File: config.mk
export PLATFORM = sky130hd
export DESIGN_NAME = rotation_matrix_to_quaternion
export DESIGN_NICKNAME = d
export VERILOG_FILES = /design/src/hw/rtl/rm2q_pkg.sv /design/src/hw/rtl/rm2q_root_pipe.sv /design/src/hw/rtl/rotation_matrix_to_quaternion.sv
export SDC_FILE = /design/constraint.sdc
export NUM_CORES = 2
export LEC_CHECK = 0
export ABC_AREA = 1
export BUFFER_PORTS_ARGS = -buffer_cell sky130_fd_sc_hd__buf_2
export CAP_MARGIN = 20
export CORE_MARGIN = 3
export CORE_UTILIZATION = 50
export DETAILED_ROUTE_END_ITERATION = 8
export PLACE_DENSITY = 0.71
export SYNTH_ARGS = -nofsm -noshare
export SYNTH_HDL_FRONTEND = slang
export SYNTH_SLANG_ARGS = --single-unit
File: constraint.sdc
create_clock -name aclk -period 22.2 [get_ports aclk]
set_input_delay 4.44 -clock aclk [delete_from_list [all_inputs] [get_ports aclk]]
set_output_delay 4.44 -clock aclk [all_outputs]
set_load 0.02 [all_outputs]
File: src/hw/rtl/rm2q_pkg.sv
// Shared types and constants for the rotation matrix to quaternion block.
`default_nettype none

package rm2q_pkg;

    localparam int unsigned FRAC_BITS = 14;
    localparam int unsigned IN_W      = 16;
    localparam int unsigned OUT_W     = 16;
    localparam int unsigned MAG_W     = 15;

    localparam int unsigned ONE       = 1 << FRAC_BITS;
    localparam int unsigned MAG_CAP   = (ONE < 32767) ? ONE : 32767;

    // Largest positive signed diagonal sum is three times the input magnitude.
    localparam int unsigned T_W       = $clog2(3 * (1 << (IN_W - 1)) + ONE + 1);
    localparam int unsigned TS_W      = T_W + 2;
    localparam int unsigned RAD_W     = T_W + FRAC_BITS - 2;
    localparam int unsigned SQ_W      = (RAD_W + 1) / 2;
    localparam int unsigned REM_W     = SQ_W + 2;
    localparam int unsigned DPS       = 3;
    localparam int unsigned NSQ       = (SQ_W + DPS - 1) / DPS;

    localparam int unsigned NLANE     = 4;
    localparam int unsigned LANE_X    = 0;
    localparam int unsigned LANE_Y    = 1;
    localparam int unsigned LANE_Z    = 2;
    localparam int unsigned LANE_W    = 3;

    typedef struct packed {
        logic signed [IN_W-1:0] m00;
        logic signed [IN_W-1:0] m01;
        logic signed [IN_W-1:0] m02;
        logic signed [IN_W-1:0] m10;
        logic signed [IN_W-1:0] m11;
        logic signed [IN_W-1:0] m12;
        logic signed [IN_W-1:0] m20;
        logic signed [IN_W-1:0] m21;
        logic signed [IN_W-1:0] m22;
    } rm2q_in_t;

    typedef struct packed {
        logic signed [OUT_W-1:0] quat_x;
        logic signed [OUT_W-1:0] quat_y;
        logic signed [OUT_W-1:0] quat_z;
        logic        [MAG_W-1:0] quat_w;
    } rm2q_out_t;

    typedef struct packed {
        logic [REM_W-1:0]  rem;
        logic [SQ_W-1:0]   root;
        logic [2*SQ_W-1:0] rad;
    } rm2q_root_t;

    typedef rm2q_root_t [NLANE-1:0] rm2q_lanes_t;

    typedef struct packed {
        logic neg_x;
        logic neg_y;
        logic neg_z;
    } rm2q_sign_t;

endpackage

`default_nettype wire

File: src/hw/rtl/rm2q_root_pipe.sv
// Pipelined integer square root over four lanes, a few digits per stage.
`default_nettype none

module rm2q_root_pipe (
    input  wire logic                 aclk,
    input  wire logic                 aresetn,
    input  wire logic                 in_valid,
    output logic                      in_ready,
    input  wire rm2q_pkg::rm2q_lanes_t in_lanes,
    input  wire rm2q_pkg::rm2q_sign_t  in_sign,
    output logic                      out_valid,
    input  wire logic                 out_ready,
    output rm2q_pkg::rm2q_lanes_t     out_lanes,
    output rm2q_pkg::rm2q_sign_t      out_sign
);
    import rm2q_pkg::*;

    function automatic int unsigned stage_digits(input int unsigned k);
        int unsigned left;
        left = SQ_W - k * DPS;
        return (left < DPS) ? left : DPS;
    endfunction

    function automatic rm2q_root_t root_digits(input rm2q_root_t cur, input int unsigned nd);
        rm2q_root_t       r;
        logic [REM_W+1:0] wide;
        logic [REM_W+1:0] trial;
        r = cur;
        for (int j = 0; j < DPS; j++) begin
            if (j < nd) begin
                wide  = {r.rem, r.rad[2*SQ_W-1 -: 2]};
                trial = (REM_W + 2)'({r.root, 2'b01});
                r.rad = r.rad << 2;
                if (wide >= trial) begin
                    wide   = wide - trial;
                    r.root = {r.root[SQ_W-2:0], 1'b1};
                end else begin
                    r.root = {r.root[SQ_W-2:0], 1'b0};
                end
                r.rem = wide[REM_W-1:0];
            end
        end
        return r;
    endfunction

    logic        v_reg    [NSQ];
    rm2q_lanes_t st_reg   [NSQ];
    rm2q_sign_t  sign_reg [NSQ];
    rm2q_lanes_t st_next  [NSQ];
    logic        rdy      [NSQ+1];

    always_comb begin
        rdy[NSQ] = out_ready;
        for (int k = NSQ - 1; k >= 0; k--) begin
            rdy[k] = !v_reg[k] || rdy[k+1];
        end
    end

    always_comb begin
        for (int l = 0; l < NLANE; l++) begin
            st_next[0][l] = root_digits(in_lanes[l], stage_digits(0));
        end
        for (int k = 1; k < NSQ; k++) begin
            for (int l = 0; l < NLANE; l++) begin
                st_next[k][l] = root_digits(st_reg[k-1][l], stage_digits(k));
            end
        end
    end

    always_ff @(posedge aclk) begin
        if (!aresetn) begin
            for (int k = 0; k < NSQ; k++) begin
                v_reg[k] <= 1'b0;
            end
        end else begin
            if (rdy[0]) begin
                v_reg[0] <= in_valid;
            end
            for (int k = 1; k < NSQ; k++) begin
                if (rdy[k]) begin
                    v_reg[k] <= v_reg[k-1];
                end
            end
        end
    end

    always_ff @(posedge aclk) begin
        if (rdy[0]) begin
            st_reg[0]   <= st_next[0];
            sign_reg[0] <= in_sign;
        end
        for (int k = 1; k < NSQ; k++) begin
            if (rdy[k]) begin
                st_reg[k]   <= st_next[k];
                sign_reg[k] <= sign_reg[k-1];
            end
        end
    end

    assign in_ready  = rdy[0];
    assign out_valid = v_reg[NSQ-1];
    assign out_lanes = st_reg[NSQ-1];
    assign out_sign  = sign_reg[NSQ-1];

    a_rem_bound: assert property (@(posedge aclk) disable iff (!aresetn)
        v_reg[NSQ-1] |-> (REM_W + 1)'(st_reg[NSQ-1][LANE_W].rem)
                         <= (REM_W + 1)'({st_reg[NSQ-1][LANE_W].root, 1'b0}))
        else $error("root remainder exceeds twice the root");

    a_last_hold: assert property (@(posedge aclk) disable iff (!aresetn)
        v_reg[NSQ-1] && !out_ready |=> v_reg[NSQ-1] && $stable(st_reg[NSQ-1]))
        else $error("stalled root stage lost its item");

endmodule

`default_nettype wire

File: src/hw/rtl/rotation_matrix_to_quaternion.sv
// Top level: rotation matrix in, unit quaternion out, pipelined at one item per cycle while m_ready allows.
//
//   Channel   Ports                      Item
//   input     s_valid s_ready s_data     nine matrix elements, signed Q1.14
//   output    m_valid m_ready m_data     quat_x quat_y quat_z signed, quat_w unsigned
//
// One item is taken every cycle unless m_ready holds the pipeline; an item passes the input
// register, NSQ square root stages of three digits each, and the output register.
// Reset clears every valid bit, so the pipeline comes up empty.
// While m_ready is low the result is held and earlier stages keep filling empty slots.
`default_nettype none

module rotation_matrix_to_quaternion (
    input  wire logic               aclk,
    input  wire logic               aresetn,
    input  wire logic               s_valid,
    output logic                    s_ready,
    input  wire rm2q_pkg::rm2q_in_t s_data,
    output logic                    m_valid,
    input  wire logic               m_ready,
    output rm2q_pkg::rm2q_out_t     m_data
);
    import rm2q_pkg::*;

    localparam logic signed [OUT_W-1:0] CAP_S = OUT_W'(MAG_CAP);

    function automatic rm2q_root_t start_lane(input logic signed [TS_W-1:0] s);
        logic signed [TS_W-1:0] t;
        logic [T_W-1:0]         tu;
        rm2q_root_t             r;
        t  = s + TS_W'(ONE);
        tu = t[TS_W-1] ? '0 : t[T_W-1:0];
        r.rem  = '0;
        r.root = '0;
        r.rad  = (2 * SQ_W)'(tu) << (FRAC_BITS - 2);
        return r;
    endfunction

    function automatic logic [MAG_W-1:0] cap_mag(input logic [SQ_W-1:0] root);
        return (root > SQ_W'(MAG_CAP)) ? MAG_W'(MAG_CAP) : MAG_W'(root);
    endfunction

    function automatic logic [OUT_W-1:0] apply_sign(input logic [MAG_W-1:0] mag,
                                                    input logic neg);
        logic [OUT_W-1:0] v;
        v = OUT_W'(mag);
        return neg ? OUT_W'(-v) : v;
    endfunction

    logic signed [TS_W-1:0] a00, a11, a22;
    rm2q_lanes_t            a_lanes_next;
    rm2q_sign_t             a_sign_next;

    logic        a_v_reg;
    rm2q_lanes_t a_lanes_reg;
    rm2q_sign_t  a_sign_reg;
    logic        pipe_in_ready;

    logic        pipe_valid;
    logic        pipe_ready;
    rm2q_lanes_t pipe_lanes;
    rm2q_sign_t  pipe_sign;

    logic        m_valid_reg;
    rm2q_out_t   m_data_reg;
    rm2q_out_t   m_data_next;

    always_comb begin
        a00 = TS_W'(s_data.m00);
        a11 = TS_W'(s_data.m11);
        a22 = TS_W'(s_data.m22);
        a_lanes_next[LANE_X] = start_lane(a00 - a11 - a22);
        a_lanes_next[LANE_Y] = start_lane(a11 - a00 - a22);
        a_lanes_next[LANE_Z] = start_lane(a22 - a00 - a11);
        a_lanes_next[LANE_W] = start_lane(a00 + a11 + a22);
        a_sign_next.neg_x = s_data.m12 < s_data.m21;
        a_sign_next.neg_y = s_data.m20 < s_data.m02;
        a_sign_next.neg_z = s_data.m01 < s_data.m10;
    end

    assign s_ready = !a_v_reg || pipe_in_ready;

    always_ff @(posedge aclk) begin
        if (!aresetn) begin
            a_v_reg <= 1'b0;
        end else if (s_ready) begin
            a_v_reg <= s_valid;
        end
    end

    always_ff @(posedge aclk) begin
        if (s_ready) begin
            a_lanes_reg <= a_lanes_next;
            a_sign_reg  <= a_sign_next;
        end
    end

    rm2q_root_pipe u_root (
        .aclk      (aclk),
        .aresetn   (aresetn),
        .in_valid  (a_v_reg),
        .in_ready  (pipe_in_ready),
        .in_lanes  (a_lanes_reg),
        .in_sign   (a_sign_reg),
        .out_valid (pipe_valid),
        .out_ready (pipe_ready),
        .out_lanes (pipe_lanes),
        .out_sign  (pipe_sign)
    );

    assign pipe_ready = !m_valid_reg || m_ready;

    always_comb begin
        m_data_next.quat_x = apply_sign(cap_mag(pipe_lanes[LANE_X].root), pipe_sign.neg_x);
        m_data_next.quat_y = apply_sign(cap_mag(pipe_lanes[LANE_Y].root), pipe_sign.neg_y);
        m_data_next.quat_z = apply_sign(cap_mag(pipe_lanes[LANE_Z].root), pipe_sign.neg_z);
        m_data_next.quat_w = cap_mag(pipe_lanes[LANE_W].root);
    end

    always_ff @(posedge aclk) begin
        if (!aresetn) begin
            m_valid_reg <= 1'b0;
        end else if (pipe_ready) begin
            m_valid_reg <= pipe_valid;
        end
    end

    always_ff @(posedge aclk) begin
        if (pipe_ready && pipe_valid) begin
            m_data_reg <= m_data_next;
        end
    end

    assign m_valid = m_valid_reg;
    assign m_data  = m_data_reg;

    a_w_cap: assert property (@(posedge aclk) disable iff (!aresetn)
        m_valid |-> m_data.quat_w <= MAG_W'(MAG_CAP))
        else $error("scalar part above one");

    a_x_cap: assert property (@(posedge aclk) disable iff (!aresetn)
        m_valid |-> (m_data.quat_x <= CAP_S) && (m_data.quat_x >= -CAP_S))
        else $error("x component outside unit range");

    a_empty_ready: assert property (@(posedge aclk) disable iff (!aresetn)
        !m_valid |-> s_ready)
        else $error("input stalled while the output stage is empty");

endmodule

`default_nettype wire

# Word level (Yosys, flattened, before mapping)
# Memory sizes are Yosys's and may differ from the RTL's.
# Cells that the tools add are included.
totals:
  register_bits: 136
  ram_bits: 1140
  in_bits: 148
  out_inout_bits: 65
  mem_count: 3
op_classes:
  addsub: 75
  order_cmp: 67
  mux: 152
  bitwise_logic: 5
  reduce_logical: 15
mem_list:
  columns: ["name", "depth", "width", "read_ports", "rd_ports_with_merged_regs", "write_ports", "line_no", "text"]
  rows:
  - ["u_root.st_reg", 5, 224, 5, 0, 5, "rm2q_root_pipe.sv:47", "rm2q_lanes_t st_reg [NSQ];"]
  - ["u_root.sign_reg", 5, 3, 5, 0, 5, "rm2q_root_pipe.sv:48", "rm2q_sign_t sign_reg [NSQ];"]
  - ["u_root.v_reg", 5, 1, 5, 0, 5, "rm2q_root_pipe.sv:46", "logic v_reg [NSQ];"]
op_table:
  columns: ["cell", "n"]
  rows:
  - ["$mux W17", 60]
  - ["$ge A19 B17 Y1", 48]
  - ["$sub A17 B17 Y17", 48]
  - ["$mux W15", 6]
  - ["$mux W1", 86]
  - ["$add A18 B16 Y19 const B", 4]
  - ["$ge A19 B3 Y1", 4]
  - ["$ge A19 B4 Y1", 4]
  - ["$sub A17 B3 Y17", 4]
  - ["$sub A17 B4 Y17", 4]
  - ["$gt A15 B15 Y1 const B", 4]
  - ["$sub A17 B16 Y18", 3]
  - ["$sub A16 B16 Y17", 3]
  - ["$lt A16 B16 Y1", 3]
  - ["$neg A15 Y16", 3]
  - ["$add A17 B16 Y18", 1]
  - ["$add A16 B16 Y17", 1]
  - ["$sub A1 B1 Y2 const B", 4]
  - ["$logic_not A1 Y1", 7]
  - ["$logic_or A1 B1 Y1", 7]
  - ["$or A1 B1 Y1", 5]
  - ["$ge A1 B1 Y1 const B", 4]
  - ["$logic_and A1 B1 Y1", 1]

# Longest topological paths before layout
depth:
  word_depth: 11
  mapped_depth: 44
  ltp_nobuf: 42

# By module
# Synthesis repeated with hierarchy kept, for this count alone.
unflattened:
  hier_cells: 13930
  area_unflattened_um2: 103427.9
modules_own_cells:
  columns: ["module", "instances", "cells_each", "area_per_inst_um2"]
  rows:
  - ["rm2q_root_pipe", 1, 12389, 90426.7]
  - ["rotation_matrix_to_quaternion", 1, 1541, 13001.2]

# Worst setup path after synthesis
# Ideal clock, no wire load.
synth_timing:
  path_type: "input -> output"
  start: "in m_ready"
  end: "out s_ready"
  t_arrival_ps: 15804
  t_required_ps: 17760
  slack_ps: 1956
  path_stages: 12
  n_path_buf: 0
  cell_sequence: "nor2_1 -> inv_1 -> nor2_1 -> inv_1 -> nor2_1 -> inv_1 -> nor2_1 -> inv_1 -> nor2_1 -> nand2_1 -> inv_1 -> nand2_1"
synth_rtl:
  columns: ["element", "line_no", "text"]
  rows:
  - ["start: declaration", "rotation_matrix_to_quaternion.sv:20", "input wire logic m_ready,"]
  - ["end: declaration", "rotation_matrix_to_quaternion.sv:17", "output logic s_ready,"]

==> flow_metrics.tcl <==
set metrics [dict create \
    r2r_slack_ns 14.53 \
    die_x_um 363 \
    tns_ns 0 \
    synth_cell_type_count 66 \
    die_h_um 363 \
    antenna_found_initial 14 \
    drc 0 \
    cts_tree "done" \
    syn_area_um2 63800 \
    coreArea_um2 126000 \
    clkSinkCount 676 \
    cts-root-buf "clkbuf_16" \
    ant_nets 0 \
    ctsLongestPathBuffers 3 \
    syn_inst 8635 \
    wl_per_cell_um 14.7 \
    min_path_cells 0 \
    clk_pin_slew_ns 0.06 \
    hold_viol_final 0 \
    fin_crit_sh 0.587 \
    layout.nets 9710 \
    avgSynthCellArea_um2 7.39 \
    max-cap-violations 0 \
    cts_buffers 79 \
    rsz0062_at_grt "false" \
    drt-initial-drc-count 3350 \
    cts_setup_buffers 0 \
    clk_latency_ns 0.64 \
    gp_congestion 0.933 \
    synthMuxAreaShare 0.000314 \
    min_path_type "flop to flop" \
    synthSimpleGateAreaFrac 0.288 \
    first_pass_iters 6 \
    synthXorXnorAreaFrac 0.0594 \
    largest_reg_flops 520 \
    grt.total_usage 0.232 \
    setup_violations 0 \
    synth_edf_count 674 \
    grt-ovfl-total 0 \
    worst_slew_pin_slew_ns 1.04 \
    ys_ff_latch 676 \
    grt_pass1_vias 53489 \
    critPathCaptureType "output pin" \
    relSlewSlack 0.306 \
    syn-num-nets 9508 \
    slew_viol_final 0 \
    drt-total-wl_mm 155 \
    ctsResizeCount 0 \
    synthFlopType "edfxtp_1" \
    io_buffers 212 \
    die_area_um2 132000 \
    r2r_end "u_root.st_reg[0][769]" \
    ios 213 \
    drive_gt1_frac 0.0644 \
    layout_min_cycle_time_ns 13.03 \
    reg2regPathDepth 27 \
    area_growth_pct 8.21 \
    grt_first_pass_wirelength_mm 257 \
    fin_skew_ns 0.0292 \
    synth_top_family_by_area "simple AND/OR/NAND/NOR gates" \
    r2r_start "u_root.st_reg[0][532]" \
    critical_path.max_fanout 64 \
    min-delay-start "u_root.sign_reg[0][7]" \
    start_util 0.506 \
    status "finished clean" \
    finish.utilization 0.547 \
    max_freq_mhz 76.8 \
    yosysWarnings 0 \
    synthArstFlopShare 0 \
    grt_max_degree 85 \
    arrival_ns 8.59 \
    num_rows 130 \
    critPathKind "input port to output pin" \
    critPathLaunchType "input port" \
    holdPathEnd "u_root.sign_reg[0][10]" \
    htreeDepth 3 \
    seq_area_frac_synth 0.318 \
    synth_fa_ha_area_frac 0.151 \
    vias 55853 \
    dp_hpwl_mm 128 \
    hold_buffers 0 \
    synth_compound_area_frac 0.0971 \
    viasPerCell 5.29 \
    crit_required_ns 17.76 \
]
cells in the mapped netlist, drive strengths merged (3+ instances only):
| cell | instances | area, µm² |
|---|---|---|
| and2 | 13 | 81.3 |
| edfxtp | 674 | 20200 |
| o21a | 21 | 158 |
| or2 | 33 | 206 |
| and3 | 5 | 31.3 |
| nor3b | 21 | 158 |
| xor2 | 292 | 2560 |
| inv | 1297 | 4870 |
| o221ai | 4 | 35.0 |
| a21oi | 438 | 2210 |
| nor2 | 900 | 3650 |
| o211ai | 17 | 128 |
| o21bai | 33 | 248 |
| a211oi | 18 | 135 |
| buf | 56 | 410 |
| a221oi | 3 | 26.3 |
| o22ai | 4 | 25.0 |
| ha | 645 | 8070 |
| nor4 | 12 | 75.1 |
| nor3 | 98 | 505 |
| o31ai | 10 | 75.1 |
| o21ai | 493 | 2480 |
| o2111ai | 17 | 149 |
| fa | 80 | 1600 |
| nand2 | 2297 | 8810 |
| clkinv | 10 | 37.5 |
| xnor2 | 141 | 1230 |
| nand3 | 688 | 3610 |
| o311ai | 3 | 26.3 |
| a31oi | 21 | 131 |
| a211o | 4 | 35.0 |
| nand3b | 42 | 319 |
| a21boi | 15 | 113 |
| clkbuf | 46 | 173 |
| a21o | 21 | 158 |
| nand4 | 147 | 920 |
metrics by stage:
stage	hold WS, ns	setup slack, ns	instance area (µm²)	cells
after floorplan	0.400	1.96	63800	8635
after global placement	0.401	9.12	66500	10405
after detailed placement	0.405	9.03	66500	10405
after CTS	0.402	9.02	69100	10548
after global routing	0.420	8.71	69100	10555
final	0.398	9.17	69100	10559
critical path: stages:
cell	delay [ns]
buf_2	0.07
nor2_1	0.09
inv_1	0.09
nor2_1	0.07
inv_2	0.05
buf_4	0.64
nor2_1	0.19
inv_4	0.53
nor2_1	0.21
inv_4	0.53
nor2_1	0.26
nand2_4	0.56
inv_1	0.19
nand2_4	0.38
buf_2	0.25
area by class of cell:
type	instances	area [µm²]
Sequential cell	676	20300
Fill cell	11927	57100
Inverter	1307	4920
Clock inverter	51	450
Antenna cell	10	25.0
Tap cell	1650	2060
Multi-Input combinational cell	6550	38100
Clock buffer	92	2110
Timing Repair Buffer	223	1140
logic make-up after synthesis:
logic type / Yosys count
AND/OR/NAND/NOR: 4261
adder cells (fa/ha/maj): 725
flip-flops: 676
multiplexers: 2
XOR/XNOR: 433
AO/OA/AOI/OAI: 1129
buffers and inverters: 1409
per-layer routing:
metal	vias up	share of wire	track usage
li1	28929	-	-
met1	25485	0.45	0.299
met2	1167	0.47	0.407
met3	268	0.044	0.0265
met4	4	0.029	0.0700
met5	-	0.00017	0
cells in the final DEF, fill, tap and decap left out, types with 31 or more instances in the layout:
master        n
nand2_1    2244
inv_1      1259
nor2_1      833
edfxtp_1    674
nand3_1     660
ha_1        645
o21ai_0     442
a21oi_1     434
xor2_1      292
buf_2       212
nand4_1     147
xnor2_1     141
nor3_1       95
clkbuf_16    82
fa_1         80
nor2_2       47
o21ai_1      47
nand3b_1     41
nand2_2      39
inv_2        34
o21bai_1     33
or2_2        31
worst max-delay path by stage:
stage            start       to  slack (ns)  depth (start not counted)
2_1_floorplan  m_ready  s_ready        1.96                         12
3_3_place_gp   m_ready  s_ready        9.12                         15
3_5_place_dp   m_ready  s_ready        9.03                         15
4_1_cts        m_ready  s_ready        9.02                         15
5_1_grt        m_ready  s_ready        8.71                         15
6_report       m_ready  s_ready        9.17                         15
Power is not shown: default switching activity piles up to over one toggle a cycle in this logic, so the estimate is an artifact.
